## config.mk

```make
export PLATFORM = sky130hd
export DESIGN_NAME = glyph_color_expansion_blit_core_flat
export DESIGN_NICKNAME = d
export VERILOG_FILES = /design/src/sv/gcx_pkg.sv /design/src/sv/gcx_src_if.sv /design/src/sv/gcx_dst_if.sv /design/src/sv/gcx_front.sv /design/src/sv/gcx_cmd_fifo.sv /design/src/sv/gcx_back.sv /design/src/sv/glyph_color_expansion_blit_core.sv /design/src/flat_wrapper.sv
export SDC_FILE = /design/constraint.sdc
export NUM_CORES = 1
export LEC_CHECK = 0
export ABC_AREA = 1
export BUFFER_PORTS_ARGS = -buffer_cell sky130_fd_sc_hd__buf_4
export CAP_MARGIN = 40
export CORE_ASPECT_RATIO = 0.7
export CORE_MARGIN = 4
export CORE_UTILIZATION = 60
export CTS_BUF_LIST = sky130_fd_sc_hd__clkbuf_4 sky130_fd_sc_hd__clkbuf_8 sky130_fd_sc_hd__clkbuf_16
export DETAILED_ROUTE_END_ITERATION = 12
export GPL_TIMING_DRIVEN = 0
export PLACE_DENSITY = 0.79
export SYNTH_ARGS = -nofsm -noshare
export SYNTH_HDL_FRONTEND = slang
export SYNTH_HIERARCHICAL = 1
export SYNTH_SLANG_ARGS = --single-unit
```

## constraint.sdc

```tcl
create_clock -name clk -period 10.8 [get_ports clk]
set_input_delay 0 -clock clk [delete_from_list [all_inputs] [get_ports clk]]
set_output_delay 0 -clock clk [all_outputs]
set_load 0.05 [all_outputs]
```

## src/sv/gcx_pkg.sv

```systemverilog
// ============================================================================
// gcx_pkg: shared types and constants for the glyph color expansion blitter
// Widths, geometry constants, register indexes and the command format
// passed from the byte classifier to the pixel writer.
// ============================================================================
package gcx_pkg;

    localparam int unsigned ROW_STRIDE_BYTES = 8192;
    localparam int unsigned MAX_GLYPH_DIM    = 64;
    localparam int unsigned PIX_BYTES        = 4;

    localparam int unsigned ADDR_W   = 24;
    localparam int unsigned COLOR_W  = 32;
    localparam int unsigned POS_W    = 11;
    localparam int unsigned DIM_W    = 7;
    localparam int unsigned SCREEN_W = 12;
    localparam int unsigned ROW_W    = 6;
    localparam int unsigned BCOL_W   = 3;
    localparam int unsigned LANES    = 8;
    localparam int unsigned LANE_W   = 3;
    localparam int unsigned NBYTE_W  = 4;

    localparam int unsigned CFG_INDEX_W = 2;
    localparam int unsigned CFG_DATA_W  = 12;

    localparam logic [CFG_INDEX_W-1:0] CFG_IDX_SCREEN_WIDTH  = 2'd0;
    localparam logic [CFG_INDEX_W-1:0] CFG_IDX_SCREEN_HEIGHT = 2'd1;

    localparam logic [SCREEN_W-1:0] SCREEN_WIDTH_RST  = 12'd1024;
    localparam logic [SCREEN_W-1:0] SCREEN_HEIGHT_RST = 12'd768;

    localparam int unsigned QDEPTH = 4;
    localparam int unsigned QPTR_W = 2;

    // One source byte that produces at least one pixel write.
    typedef struct packed {
        logic [ADDR_W-1:0]  base_addr;
        logic [LANES-1:0]   write_mask;
        logic [LANES-1:0]   glyph_bits;
        logic [COLOR_W-1:0] fg_color;
        logic [COLOR_W-1:0] bg_color;
    } gcx_cmd_t;

    typedef struct packed {
        logic              full;
        logic              empty;
        logic [QPTR_W:0]   count;
    } gcx_q_status_t;

    typedef struct packed {
        logic busy;
        logic last;
    } gcx_back_status_t;

endpackage

```

## src/sv/gcx_src_if.sv

```systemverilog
// ============================================================================
// gcx_src_if: source byte channel
// Valid/ready channel carrying one glyph source byte and its context.
// ============================================================================
interface gcx_src_if;
    logic                          valid;
    logic                          ready;
    logic                          first_of_glyph;
    logic [7:0]                    glyph_bits;
    logic [7:0]                    mask_bits;
    logic                          use_mask;
    logic [gcx_pkg::POS_W-1:0]     top_line;
    logic [gcx_pkg::POS_W-1:0]     left_column;
    logic [gcx_pkg::DIM_W-1:0]     glyph_width;
    logic [gcx_pkg::DIM_W-1:0]     glyph_height;
    logic [gcx_pkg::COLOR_W-1:0]   fg_color;
    logic [gcx_pkg::COLOR_W-1:0]   bg_color;

    modport source (
        output valid, first_of_glyph, glyph_bits, mask_bits, use_mask,
               top_line, left_column, glyph_width, glyph_height, fg_color, bg_color,
        input  ready
    );
    modport sink (
        input  valid, first_of_glyph, glyph_bits, mask_bits, use_mask,
               top_line, left_column, glyph_width, glyph_height, fg_color, bg_color,
        output ready
    );
endinterface

```

## src/sv/gcx_dst_if.sv

```systemverilog
// ============================================================================
// gcx_dst_if: pixel write channel
// Valid/ready channel carrying one 32-bit framebuffer pixel write.
// ============================================================================
interface gcx_dst_if;
    logic                          valid;
    logic                          ready;
    logic [gcx_pkg::ADDR_W-1:0]    pixel_address;
    logic [gcx_pkg::COLOR_W-1:0]   pixel_value;
    logic                          last_of_byte;

    modport source (
        output valid, pixel_address, pixel_value, last_of_byte,
        input  ready
    );
    modport sink (
        input  valid, pixel_address, pixel_value, last_of_byte,
        output ready
    );
endinterface

```

## src/sv/gcx_front.sv

```systemverilog
// ============================================================================
// gcx_front: byte classifier
// Holds the screen size registers and the row/byte-column counters, decides
// which pixels of each byte are written and builds the row base address.
// ============================================================================
module gcx_front (
    input  logic                              clk,
    input  logic                              rst_n,
    input  logic                              cfg_we,
    input  logic [gcx_pkg::CFG_INDEX_W-1:0]   cfg_index,
    input  logic [gcx_pkg::CFG_DATA_W-1:0]    cfg_data,
    gcx_src_if.sink                           src,
    input  logic                              q_full,
    output logic                              q_push,
    output gcx_pkg::gcx_cmd_t                 q_cmd
);

    logic [gcx_pkg::SCREEN_W-1:0] screen_width_reg, screen_width_next;
    logic [gcx_pkg::SCREEN_W-1:0] screen_height_reg, screen_height_next;
    logic [gcx_pkg::ROW_W-1:0]    row_reg, row_next;
    logic [gcx_pkg::BCOL_W-1:0]   bcol_reg, bcol_next;

    logic [gcx_pkg::ROW_W-1:0]    row_eff;
    logic [gcx_pkg::BCOL_W-1:0]   bcol_eff;
    logic                         accept;
    logic                         size_bad;
    logic                         fits_h;
    logic                         fits_v;
    logic                         row_ok;
    logic                         emit;
    logic [gcx_pkg::LANES-1:0]    wmask;
    logic [gcx_pkg::DIM_W-1:0]    col_base;
    logic [gcx_pkg::SCREEN_W-1:0] line_sum;
    logic [gcx_pkg::SCREEN_W-1:0] pix_col;
    logic [gcx_pkg::ADDR_W-1:0]   line_addr;
    logic [gcx_pkg::NBYTE_W-1:0]  nbytes;
    logic                         last_col;

    assign src.ready = !q_full;
    assign accept    = src.valid && src.ready;

    assign row_eff  = src.first_of_glyph ? '0 : row_reg;
    assign bcol_eff = src.first_of_glyph ? '0 : bcol_reg;

    assign size_bad = (src.glyph_width == '0)
                   || (src.glyph_width > gcx_pkg::DIM_W'(gcx_pkg::MAX_GLYPH_DIM))
                   || (src.glyph_height == '0)
                   || (src.glyph_height > gcx_pkg::DIM_W'(gcx_pkg::MAX_GLYPH_DIM));

    assign fits_h = (gcx_pkg::SCREEN_W'(src.left_column)
                     + gcx_pkg::SCREEN_W'(src.glyph_width)) <= screen_width_reg;
    assign fits_v = (gcx_pkg::SCREEN_W'(src.top_line)
                     + gcx_pkg::SCREEN_W'(src.glyph_height)) <= screen_height_reg;
    assign row_ok = gcx_pkg::DIM_W'(row_eff) < src.glyph_height;
    assign emit   = !size_bad && fits_h && fits_v && row_ok;

    assign col_base = gcx_pkg::DIM_W'({bcol_eff, 3'b000});

    // Bit 7 is the leftmost pixel; lane k covers glyph column col_base + k.
    always_comb
    begin
        for (int k = 0; k < gcx_pkg::LANES; k++)
        begin
            wmask[gcx_pkg::LANES-1-k] =
                ((col_base + gcx_pkg::DIM_W'(k)) < src.glyph_width)
                && (!src.use_mask || src.mask_bits[gcx_pkg::LANES-1-k]);
        end
    end

    assign line_sum  = gcx_pkg::SCREEN_W'(src.top_line) + gcx_pkg::SCREEN_W'(row_eff);
    assign pix_col   = gcx_pkg::SCREEN_W'(src.left_column) + gcx_pkg::SCREEN_W'(col_base);
    assign line_addr = gcx_pkg::ADDR_W'(line_sum * gcx_pkg::ROW_STRIDE_BYTES);

    assign q_cmd.base_addr  = line_addr
                            + gcx_pkg::ADDR_W'(pix_col * gcx_pkg::PIX_BYTES);
    assign q_cmd.write_mask = wmask;
    assign q_cmd.glyph_bits = src.glyph_bits;
    assign q_cmd.fg_color   = src.fg_color;
    assign q_cmd.bg_color   = src.bg_color;

    assign q_push = accept && emit && (wmask != '0);

    assign nbytes   = gcx_pkg::NBYTE_W'((8'(src.glyph_width) + 8'd7) >> 3);
    assign last_col = (gcx_pkg::NBYTE_W'(bcol_eff) + gcx_pkg::NBYTE_W'(1)) >= nbytes;

    always_comb
    begin
        row_next  = row_reg;
        bcol_next = bcol_reg;
        if (accept)
        begin
            priority if (size_bad)
            begin
                row_next  = '0;
                bcol_next = '0;
            end
            else if (last_col)
            begin
                row_next  = row_eff + gcx_pkg::ROW_W'(1);
                bcol_next = '0;
            end
            else
            begin
                row_next  = row_eff;
                bcol_next = bcol_eff + gcx_pkg::BCOL_W'(1);
            end
        end
    end

    always_comb
    begin
        screen_width_next  = screen_width_reg;
        screen_height_next = screen_height_reg;
        if (cfg_we)
        begin
            if (cfg_index == gcx_pkg::CFG_IDX_SCREEN_WIDTH)
            begin
                screen_width_next = gcx_pkg::SCREEN_W'(cfg_data);
            end
            if (cfg_index == gcx_pkg::CFG_IDX_SCREEN_HEIGHT)
            begin
                screen_height_next = gcx_pkg::SCREEN_W'(cfg_data);
            end
        end
    end

    always_ff @(posedge clk or negedge rst_n)
    begin
        if (!rst_n)
        begin
            screen_width_reg  <= gcx_pkg::SCREEN_WIDTH_RST;
            screen_height_reg <= gcx_pkg::SCREEN_HEIGHT_RST;
            row_reg           <= '0;
            bcol_reg          <= '0;
        end
        else
        begin
            screen_width_reg  <= screen_width_next;
            screen_height_reg <= screen_height_next;
            row_reg           <= row_next;
            bcol_reg          <= bcol_next;
        end
    end

endmodule

```

## src/sv/gcx_cmd_fifo.sv

```systemverilog
// ============================================================================
// gcx_cmd_fifo: command queue
// Small register FIFO that decouples the classifier from the pixel writer.
// ============================================================================
module gcx_cmd_fifo (
    input  logic                    clk,
    input  logic                    rst_n,
    input  logic                    push,
    input  gcx_pkg::gcx_cmd_t       push_cmd,
    input  logic                    pop,
    output gcx_pkg::gcx_cmd_t       pop_cmd,
    output gcx_pkg::gcx_q_status_t  status
);

    gcx_pkg::gcx_cmd_t            mem_reg [gcx_pkg::QDEPTH];
    logic [gcx_pkg::QPTR_W-1:0]   wr_ptr_reg, wr_ptr_next;
    logic [gcx_pkg::QPTR_W-1:0]   rd_ptr_reg, rd_ptr_next;
    logic [gcx_pkg::QPTR_W:0]     count_reg, count_next;
    logic                         do_push;
    logic                         do_pop;

    assign status.full  = count_reg == (gcx_pkg::QPTR_W+1)'(gcx_pkg::QDEPTH);
    assign status.empty = count_reg == '0;
    assign status.count = count_reg;

    assign do_push = push && !status.full;
    assign do_pop  = pop && !status.empty;
    assign pop_cmd = mem_reg[rd_ptr_reg];

    always_comb
    begin
        wr_ptr_next = do_push ? wr_ptr_reg + gcx_pkg::QPTR_W'(1) : wr_ptr_reg;
        rd_ptr_next = do_pop  ? rd_ptr_reg + gcx_pkg::QPTR_W'(1) : rd_ptr_reg;
        count_next  = count_reg
                    + (gcx_pkg::QPTR_W+1)'(do_push)
                    - (gcx_pkg::QPTR_W+1)'(do_pop);
    end

    always_ff @(posedge clk)
    begin
        if (do_push)
        begin
            mem_reg[wr_ptr_reg] <= push_cmd;
        end
    end

    always_ff @(posedge clk or negedge rst_n)
    begin
        if (!rst_n)
        begin
            wr_ptr_reg <= '0;
            rd_ptr_reg <= '0;
            count_reg  <= '0;
        end
        else
        begin
            wr_ptr_reg <= wr_ptr_next;
            rd_ptr_reg <= rd_ptr_next;
            count_reg  <= count_next;
        end
    end

endmodule

```

## src/sv/gcx_back.sv

```systemverilog
// ============================================================================
// gcx_back: pixel writer
// Walks the write mask of one command left to right and issues one pixel
// write per cycle while dst accepts, through a registered output stage.
// ============================================================================
module gcx_back (
    input  logic                      clk,
    input  logic                      rst_n,
    input  logic                      q_valid,
    input  gcx_pkg::gcx_cmd_t         q_cmd,
    output logic                      q_pop,
    output gcx_pkg::gcx_back_status_t status,
    gcx_dst_if.source                 dst
);

    logic [gcx_pkg::LANES-1:0]    mask_reg, mask_next;
    logic [gcx_pkg::ADDR_W-1:0]   base_reg, base_next;
    logic [gcx_pkg::LANES-1:0]    gbits_reg, gbits_next;
    logic [gcx_pkg::COLOR_W-1:0]  fg_reg, fg_next;
    logic [gcx_pkg::COLOR_W-1:0]  bg_reg, bg_next;

    logic                         out_valid_reg, out_valid_next;
    logic [gcx_pkg::ADDR_W-1:0]   out_addr_reg, out_addr_next;
    logic [gcx_pkg::COLOR_W-1:0]  out_value_reg, out_value_next;
    logic                         out_last_reg, out_last_next;

    logic                         busy;
    logic                         out_free;
    logic                         advance;
    logic [gcx_pkg::LANE_W-1:0]   sel_k;
    logic [gcx_pkg::LANE_W-1:0]   sel_bit;
    logic [gcx_pkg::LANES-1:0]    remaining;
    logic                         last;

    assign busy     = mask_reg != '0;
    assign out_free = !out_valid_reg || dst.ready;
    assign advance  = busy && out_free;

    // Leftmost pending pixel: lane k sits at mask bit 7-k.
    always_comb
    begin
        sel_k = '0;
        for (int k = gcx_pkg::LANES - 1; k >= 0; k--)
        begin
            if (mask_reg[gcx_pkg::LANES-1-k])
            begin
                sel_k = gcx_pkg::LANE_W'(k);
            end
        end
    end

    assign sel_bit = gcx_pkg::LANE_W'(gcx_pkg::LANES - 1) - sel_k;

    always_comb
    begin
        remaining          = mask_reg;
        remaining[sel_bit] = 1'b0;
    end

    assign last  = remaining == '0;
    assign q_pop = q_valid && (!busy || (advance && last));

    assign status.busy = busy;
    assign status.last = last;

    always_comb
    begin
        mask_next  = mask_reg;
        base_next  = base_reg;
        gbits_next = gbits_reg;
        fg_next    = fg_reg;
        bg_next    = bg_reg;
        if (q_pop)
        begin
            mask_next  = q_cmd.write_mask;
            base_next  = q_cmd.base_addr;
            gbits_next = q_cmd.glyph_bits;
            fg_next    = q_cmd.fg_color;
            bg_next    = q_cmd.bg_color;
        end
        else if (advance)
        begin
            mask_next = remaining;
        end
    end

    always_comb
    begin
        out_valid_next = out_valid_reg;
        out_addr_next  = out_addr_reg;
        out_value_next = out_value_reg;
        out_last_next  = out_last_reg;
        if (advance)
        begin
            out_valid_next = 1'b1;
            out_addr_next  = base_reg
                           + gcx_pkg::ADDR_W'(sel_k) * gcx_pkg::ADDR_W'(gcx_pkg::PIX_BYTES);
            out_value_next = gbits_reg[sel_bit] ? fg_reg : bg_reg;
            out_last_next  = last;
        end
        else if (dst.ready)
        begin
            out_valid_next = 1'b0;
        end
    end

    assign dst.valid         = out_valid_reg;
    assign dst.pixel_address = out_addr_reg;
    assign dst.pixel_value   = out_value_reg;
    assign dst.last_of_byte  = out_last_reg;

    always_ff @(posedge clk)
    begin
        base_reg      <= base_next;
        gbits_reg     <= gbits_next;
        fg_reg        <= fg_next;
        bg_reg        <= bg_next;
        out_addr_reg  <= out_addr_next;
        out_value_reg <= out_value_next;
        out_last_reg  <= out_last_next;
    end

    always_ff @(posedge clk or negedge rst_n)
    begin
        if (!rst_n)
        begin
            mask_reg      <= '0;
            out_valid_reg <= 1'b0;
        end
        else
        begin
            mask_reg      <= mask_next;
            out_valid_reg <= out_valid_next;
        end
    end

endmodule

```

## src/sv/glyph_color_expansion_blit_core.sv

```systemverilog
// ============================================================================
// glyph_color_expansion_blit_core: monochrome glyph to 32-bit pixel writes
// Expands glyph source bytes into foreground/background pixel writes.
// ============================================================================
//
//  Port      Dir   Kind         Carries
//  src       in    valid/ready  one glyph source byte with position, size, colors
//  dst       out   valid/ready  one pixel write: address, value, last_of_byte
//  cfg_*     in    write only   screen width (index 0), screen height (index 1)
//
// The pixel writer issues one pixel write per cycle while dst is ready, so a
// byte that writes n pixels (up to 8) holds it for n writes; bytes that write
// nothing are never queued. A four-entry command queue lets the classifier
// keep taking bytes while the writer drains. A first write passes through the
// queue, mask and output registers. Reset restores the screen size and clears
// the counters; no clearing pass is needed. A stalled dst holds its beat.
//
module glyph_color_expansion_blit_core (
    input  logic                              clk,
    input  logic                              rst_n,
    input  logic                              cfg_we,
    input  logic [gcx_pkg::CFG_INDEX_W-1:0]   cfg_index,
    input  logic [gcx_pkg::CFG_DATA_W-1:0]    cfg_data,
    gcx_src_if.sink                           src,
    gcx_dst_if.source                         dst
);

    logic                      q_push;
    logic                      q_pop;
    gcx_pkg::gcx_cmd_t         push_cmd;
    gcx_pkg::gcx_cmd_t         pop_cmd;
    gcx_pkg::gcx_q_status_t    q_status;
    gcx_pkg::gcx_back_status_t back_status;

    gcx_front u_front (
        .clk       (clk),
        .rst_n     (rst_n),
        .cfg_we    (cfg_we),
        .cfg_index (cfg_index),
        .cfg_data  (cfg_data),
        .src       (src),
        .q_full    (q_status.full),
        .q_push    (q_push),
        .q_cmd     (push_cmd)
    );

    gcx_cmd_fifo u_fifo (
        .clk      (clk),
        .rst_n    (rst_n),
        .push     (q_push),
        .push_cmd (push_cmd),
        .pop      (q_pop),
        .pop_cmd  (pop_cmd),
        .status   (q_status)
    );

    gcx_back u_back (
        .clk     (clk),
        .rst_n   (rst_n),
        .q_valid (!q_status.empty),
        .q_cmd   (pop_cmd),
        .q_pop   (q_pop),
        .status  (back_status),
        .dst     (dst)
    );

`ifndef SYNTHESIS
    a_no_push_when_full: assert property (@(posedge clk) disable iff (!rst_n)
        q_push |-> !q_status.full)
        else $error("command pushed into a full queue");

    a_no_pop_when_empty: assert property (@(posedge clk) disable iff (!rst_n)
        q_pop |-> !q_status.empty)
        else $error("command popped from an empty queue");

    a_pop_loads_work: assert property (@(posedge clk) disable iff (!rst_n)
        q_pop |=> back_status.busy)
        else $error("popped command carried no pixel writes");

    a_idle_no_new_beat: assert property (@(posedge clk) disable iff (!rst_n)
        (!back_status.busy && !dst.valid) |=> !dst.valid)
        else $error("pixel write issued with no command in progress");
`endif

endmodule

```

## src/flat_wrapper.sv

```systemverilog
// flat-port wrapper written by rule: the top's interface ports become plain ports
module glyph_color_expansion_blit_core_flat 
  (clk, rst_n, cfg_we, cfg_index, cfg_data, src_valid, src_first_of_glyph, src_glyph_bits, src_mask_bits, src_use_mask, src_top_line, src_left_column, src_glyph_width, src_glyph_height, src_fg_color, src_bg_color, src_ready, dst_valid, dst_pixel_address, dst_pixel_value, dst_last_of_byte, dst_ready);
  gcx_src_if src_i ();
  gcx_dst_if dst_i ();
  input  logic clk;
  input  logic rst_n;
  input  logic cfg_we;
  input  logic [gcx_pkg::CFG_INDEX_W-1:0] cfg_index;
  input  logic [gcx_pkg::CFG_DATA_W-1:0] cfg_data;
  input wire logic [$bits(src_i.valid)-1:0] src_valid;
  input wire logic [$bits(src_i.first_of_glyph)-1:0] src_first_of_glyph;
  input wire logic [$bits(src_i.glyph_bits)-1:0] src_glyph_bits;
  input wire logic [$bits(src_i.mask_bits)-1:0] src_mask_bits;
  input wire logic [$bits(src_i.use_mask)-1:0] src_use_mask;
  input wire logic [$bits(src_i.top_line)-1:0] src_top_line;
  input wire logic [$bits(src_i.left_column)-1:0] src_left_column;
  input wire logic [$bits(src_i.glyph_width)-1:0] src_glyph_width;
  input wire logic [$bits(src_i.glyph_height)-1:0] src_glyph_height;
  input wire logic [$bits(src_i.fg_color)-1:0] src_fg_color;
  input wire logic [$bits(src_i.bg_color)-1:0] src_bg_color;
  output wire logic [$bits(src_i.ready)-1:0] src_ready;
  output wire logic [$bits(dst_i.valid)-1:0] dst_valid;
  output wire logic [$bits(dst_i.pixel_address)-1:0] dst_pixel_address;
  output wire logic [$bits(dst_i.pixel_value)-1:0] dst_pixel_value;
  output wire logic [$bits(dst_i.last_of_byte)-1:0] dst_last_of_byte;
  input wire logic [$bits(dst_i.ready)-1:0] dst_ready;
  assign src_i.valid = src_valid;
  assign src_i.first_of_glyph = src_first_of_glyph;
  assign src_i.glyph_bits = src_glyph_bits;
  assign src_i.mask_bits = src_mask_bits;
  assign src_i.use_mask = src_use_mask;
  assign src_i.top_line = src_top_line;
  assign src_i.left_column = src_left_column;
  assign src_i.glyph_width = src_glyph_width;
  assign src_i.glyph_height = src_glyph_height;
  assign src_i.fg_color = src_fg_color;
  assign src_i.bg_color = src_bg_color;
  assign src_ready = src_i.ready;
  assign dst_valid = dst_i.valid;
  assign dst_pixel_address = dst_i.pixel_address;
  assign dst_pixel_value = dst_i.pixel_value;
  assign dst_last_of_byte = dst_i.last_of_byte;
  assign dst_i.ready = dst_ready;
  glyph_color_expansion_blit_core u_core (.clk(clk), .rst_n(rst_n), .cfg_we(cfg_we), .cfg_index(cfg_index), .cfg_data(cfg_data), .src(src_i), .dst(dst_i));
endmodule
```

### Yosys cells after proc, flatten, opt, wreduce, memory -nomap -nowiden

Memories as Yosys holds them, arrays and structs flattened.
Index checks and enable logic that the tools add are counted.

| storage, ports and cells | value |
|---|---|
| bits in registers | 202 |
| memory bits (writable) | 416 |
| output and inout port bits | 59 |
| word-level logic and storage cells | 134 |
| memories | 1 |
| bits of input ports | 137 |

Memory list:

| name | words | bits a word | read ports | clocked after memory_dff | write ports | line | RTL |
|---|---|---|---|---|---|---|---|
| u_core.u_fifo.mem_reg | 4 | 104 | 1 | 0 | 1 | gcx_cmd_fifo.sv:15 | `gcx_pkg::gcx_cmd_t mem_reg [gcx_pkg::QDEPTH];` |

| cells by class | value |
|---|---|
| equal/unequal tests | 2 |
| muxes and demuxes | 25 |
| reductions and logical operators | 50 |
| bitwise gates (word level) | 2 |
| $lt $le $gt $ge | 16 |
| add/sub/neg operators | 22 |

Operator list:

| kind | count |
|---|---|
| $lt A7 B7 Y1 | 7 |
| $mux W3 | 11 |
| $mux W32 | 1 |
| $add A6 B3 Y7 const B | 4 |
| $add A11 B7 Y12 | 2 |
| $add A24 B14 Y24 | 1 |
| $add A24 B5 Y24 | 1 |
| $le A12 B12 Y1 | 2 |
| $logic_and A1 B1 Y1 | 20 |
| $mux W6 | 3 |
| $mux W8 | 2 |
| $reduce_bool A8 Y1 | 2 |
| $add A6 B2 Y7 const B | 2 |
| $gt A7 B7 Y1 const B | 2 |
| $logic_not A7 Y1 | 2 |
| $lt A6 B7 Y1 | 2 |
| $logic_or A1 B1 Y1 | 13 |
| $add A11 B6 Y12 | 1 |
| $add A11 B6 Y11 | 1 |
| $and A8 B8 Y8 | 1 |
| $logic_not A8 Y1 | 1 |
| $not A8 Y8 | 1 |
| $add A6 B1 Y7 const B | 1 |
| $add A7 B3 Y7 const B | 1 |
| 20 further kinds | 33 |

### Logic depth before layout (Yosys ltp)

| depth | value |
|---|---|
| word-level depth | 21 |
| mapped depth | 27 |
| mapped depth without buffers | 27 |

### Hierarchy

Netlist, hierarchy kept.

By module, submodules not included:

| module | area each (sq um) | sequential area each (sq um) | cells each | instances |
|---|---|---|---|---|
| gcx_cmd_fifo | 16731.0 | 12667.1 | 1376 | 1 |
| gcx_back | 6216.0 | 4819.6 | 444 | 1 |
| gcx_front | 5036.1 | 829.5 | 772 | 1 |
| glyph_color_expansion_blit_core | 3.8 | 0.0 | 1 | 1 |

### Worst setup path after synthesis

OpenSTA, ideal clock, no wires.

| timing path | value |
|---|---|
| path kind | register -> register |
| from | register u_core.u_back.out_valid_reg, in the netlist u_core/u_back/dst.valid |
| to | register u_core/u_fifo/count_reg[2] in the netlist's numbering |
| cell stages (with the launch flop) | 14 |
| library setup time | 0.065 ns |
| slack | 0.900 ns |
| arrival | 9.835 ns |
| required time | 10.735 ns |
| buffers on the path | 0 |
| period minus slack after synthesis | 9.900 ns |
| cells stage by stage | dfrtp_1 inv_1 nor2_1 nor2_1 nand3_1 a21oi_1 nand2_1 inv_1 ha_1 inv_1 ha_1 fa_1 nand3b_1 nand2_1 |

| between the ends | value |
|---|---|
| longest elaborated chain between the ends | 8 |

RTL lines:

| element | line | RTL |
|---|---|---|
| from (decl) | gcx_back.sv:22 | `logic out_valid_reg, out_valid_next;` |
| from (signal assigned) | gcx_back.sv:133 | `out_valid_reg <= out_valid_next;` |
| $logic_not A1 Y1 | gcx_back.sv:36 | `assign out_free = !out_valid_reg \|\| dst.ready;` |
| $logic_or A1 B1 Y1 | gcx_back.sv:36 |  |
| $logic_and A1 B1 Y1 | gcx_back.sv:37 | `assign advance = busy && out_free;` |
| via u_core.u_back.advance | gcx_back.sv:29 | `logic advance;` |
| $logic_and A1 B1 Y1 | gcx_back.sv:61 | `assign q_pop = q_valid && (!busy \|\| (advance && last));` |
| $logic_or A1 B1 Y1 | gcx_back.sv:61 |  |
| $logic_and A1 B1 Y1 | gcx_back.sv:61 |  |
| via u_core.q_pop | glyph_color_expansion_blit_core.sv:29 | `logic q_pop;` |
| $logic_and A1 B1 Y1 | gcx_cmd_fifo.sv:27 | `assign do_pop = pop && !status.empty;` |
| via u_core.u_fifo.do_pop | gcx_cmd_fifo.sv:20 | `logic do_pop;` |
| $sub A3 B1 Y3 | gcx_cmd_fifo.sv:36 | `- (gcx_pkg::QPTR_W+1)'(do_pop);` |
| via u_core.u_fifo.count_next, one bit | gcx_cmd_fifo.sv:18 | `logic [gcx_pkg::QPTR_W:0] count_reg, count_next;` |
| to (signal assigned) | gcx_cmd_fifo.sv:59 | `count_reg <= count_next;` |
| to (decl) | gcx_cmd_fifo.sv:18 |  |

The timed path passes the listed nets, and every way through them passes these cells.
A chain may end at the register's enable or synchronous reset.

### Worst setup path in the final report

| timing path | value |
|---|---|
| from | input port src_glyph_width[6] |
| to | memory u_core/u_fifo/mem_reg[2][23] in the netlist's numbering (enable) |

| between the ends | value |
|---|---|
| longest elaborated chain between the ends | 13 |
| elaborated cells between the ends (all ways) | 33 |
| those cells by class | add/sub (1); order compare (10); mux (2); reduce/logical (20) |

RTL lines:

| element | line | RTL |
|---|---|---|
| from (decl) | flat_wrapper.sv:18 | `input wire logic [$bits(src_i.glyph_width)-1:0] src_glyph_width;` |
| branches (longest 9 deep; another with $add A11 B7 Y12) | -- |  |
| $logic_and A1 B1 Y1 (*) | gcx_front.sv:81 | `assign q_push = accept && emit && (wmask != '0);` |
| via u_core.q_push | glyph_color_expansion_blit_core.sv:28 | `logic q_push;` |
| $logic_and A1 B1 Y1 (*) | gcx_cmd_fifo.sv:26 | `assign do_push = push && !status.full;` |
| $mux W1 (*) | gcx_cmd_fifo.sv:41 | `if (do_push)` |
| $mux W1 (not written as such) (*) | gcx_cmd_fifo.sv:43 | `mem_reg[wr_ptr_reg] <= push_cmd;` |
| to (decl) | gcx_cmd_fifo.sv:15 |  |

Mark *: on every way through the listed nets, which the timed path passes.

==> metrics.md <==
| Metric | Value |
|---|---|
| Vias | `19,900` |
| Avg WL per Cell | `19.3 um` |
| Total Routing Usage GR | `27.1%` |
| Max reg flops | `416` |
| Most common cell after layout, fill and taps aside | `nand2_1` |
| # clock sinks | `618` |
| Ratio of cells with drive above 1 in the final layout | `14.3%` |
| Die width | `266 um` |
| Data arrival, critical path | `4.93 ns` |
| Synth Warn # | `6` |
| Minimum clock period | `4.65 ns` |
| Vias in the first global route | `19,900` |
| # hold bufs at CTS | `121` |
| Post-Syn Instances | `2,591` |
| Detailed placement HPWL | `46,300 um` |
| Final Wtd Congestion | `0.889` |
| Syn Area/Cell | `10.8 sq um` |
| Global-route wire length before repair | `107,000 um` |
| Cts repair resizes | `0` |
| CTS Buffer Depth | `3` |
| CTS H-tree depth | `2` |
| Tot Pwr | `0.00850 W` |
| CP Max Fanout | `24` |
| Slew HR | `41.2%` |
| DRC | `0` |
| Antenna Nets Post-Route | `0` |
| Crit Path Class | `input pin to flip-flop` |
| Area Growth Syn to Fin | `19.1%` |
| FF-to-FF Start | `u_core/u_front/bcol_reg[1]` |
| Nets | `3,136` |
| Chip height | `189 um` |
| Final Max Tran Viols | `0` |
| Final core occ | `73.2%` |
| Worst hold path class | `input pin to async pin` |
| Period utilization | `43.0%` |
| Syn Std Cell Area | `28,000 sq um` |
| CP startpoint kind | `input pin` |
| Area of the die | `50,200 sq um` |
| Max cap viols | `0` |
| TNS Setup | `0 ns` |
| Peak supply drop | `0.149 mV` |
| Most frequent cells in the layout | `nand2_1, edfxtp_1, inv_1, nor2_1, buf_4` |
| Core Area | `45,500 sq um` |
| Final wirelength | `69,000 um` |
| Worst-Skew Late Latency | `0.58 ns` |
| Via density | `5.58` |
| Critical path capture point type | `flip-flop` |
| RSZ-0062 raised after global routing | `false` |
| Endpoints failing setup | `0` |
| Cell Rows | `65` |
| Max Freq | `215 MHz` |
| Status | `completed` |
| R2R Setup Slk | `6.70 ns` |
| Grt total ovfl | `0` |
| Final hold vios | `0` |
| Pleak | `13.9 nW` |
| R2R depth | `17` |
| Initial Util | `61.4%` |
| Initial DRC count | `2,221` |
| CTS clk-pin slew, worst paths | `0.06 ns` |
| Min Hold Slack | `0.0396 ns` |
| IO buf count | `123` |
| Initial antenna violation count | `8` |
| CTS tree | `built` |
| Root buf cell | `clkbuf_16` |
| # IOs | `196` |
| Largest net degree at the start of global routing | `50` |
| Worst r2r dst | `u_core/u_fifo/mem_reg[2][23]` |
| CTS Buf Count | `56` |
| Drt pass-1 iters | `6` |
| Worst slew pin tran | `0.881 ns` |
| Worst EP required | `11.08 ns` |
| Pwr/cell area | `255 nW/um^2` |
| Buffers inserted by post-CTS timing repair | `0` |
| Fin Clk Skew | `0.0152 ns` |
==> worst max path at each step <==
| stage | start | to | slack, ns |
|---|---|---|---|
| after global routing | src_top_line[0] | u_core/u_fifo/mem_reg[2][23] | 5.80 |
| after global placement | u_core/u_back/mask_reg[5] | u_core/u_fifo/count_reg[2] | -4.12 |
| final | src_glyph_width[6] | u_core/u_fifo/mem_reg[2][23] | 6.15 |
| after CTS | src_top_line[0] | u_core/u_fifo/mem_reg[2][24] | 6.28 |
| after detailed placement | src_top_line[2] | u_core/u_fifo/mem_reg[2][26] | 6.23 |
| after floorplan | u_core/u_back/dst.valid | u_core/u_fifo/count_reg[2] | 0.90 |
==> metal layers <==
metal	part of all wire, %	up-vias	GRT usage (%)	wire length (um)
met5	0.057	-	0	39
met4	2.5	6	7.70	1720
met3	8.8	161	4.31	6070
met2	48	1019	44.7	33000
met1	41	9504	37.8	28100
li1	-	9213	-	-
==> worst max-delay path: stages <==
cell,delay (ns)
dlygate4sd3_1,0.53
buf_4,0.17
ha_1,0.35
nand2_1,0.10
nor3_1,0.20
nand2_1,0.11
o211ai_1,0.17
nand3_1,0.20
nor3b_1,0.28
ha_1,0.32
a21oi_1,0.20
o21a_1,0.16
nand2_1,0.06
nor2_1,0.08
nor2_1,0.05
nor2_1,0.09
nand2_1,0.07
nor2_1,0.18
nand2_1,0.32
nor2_4,0.58
buf_16,0.25
buf_12,0.23
buf_16,0.19
==> power by group <==
part,switching (W),internal (W)
sequential,0.000169,0.00321
clock,0.000824,0.00112
combinational,0.00222,0.000960
total,0.00322,0.00529
==> layout make-up <==
class / count / area, sq um
Multi-Input combinational cell: 1517 / 7520
Clock buffer: 78 / 1580
Sequential cell: 618 / 18300
Inverter: 297 / 1110
Clock inverter: 21 / 200
Antenna cell: 5 / 12.5
Fill cell: 2856 / 12200
Buffer: 160 / 1070
Tap cell: 603 / 754
Timing Repair Buffer: 270 / 2750
==> through the flow <==
step / cells / setup slack, ns / cell area (sq um)
2_1_floorplan: 2592 / 0.900 / 28000
3_3_place_gp: 3318 / -4.12 / 29700
3_5_place_dp: 3344 / 6.23 / 30300
4_1_cts: 3564 / 6.28 / 33300
5_1_grt: 3567 / 5.80 / 33300
6_report: 3569 / 6.15 / 33300
Note: power is estimated with default switching activity, not from simulation.
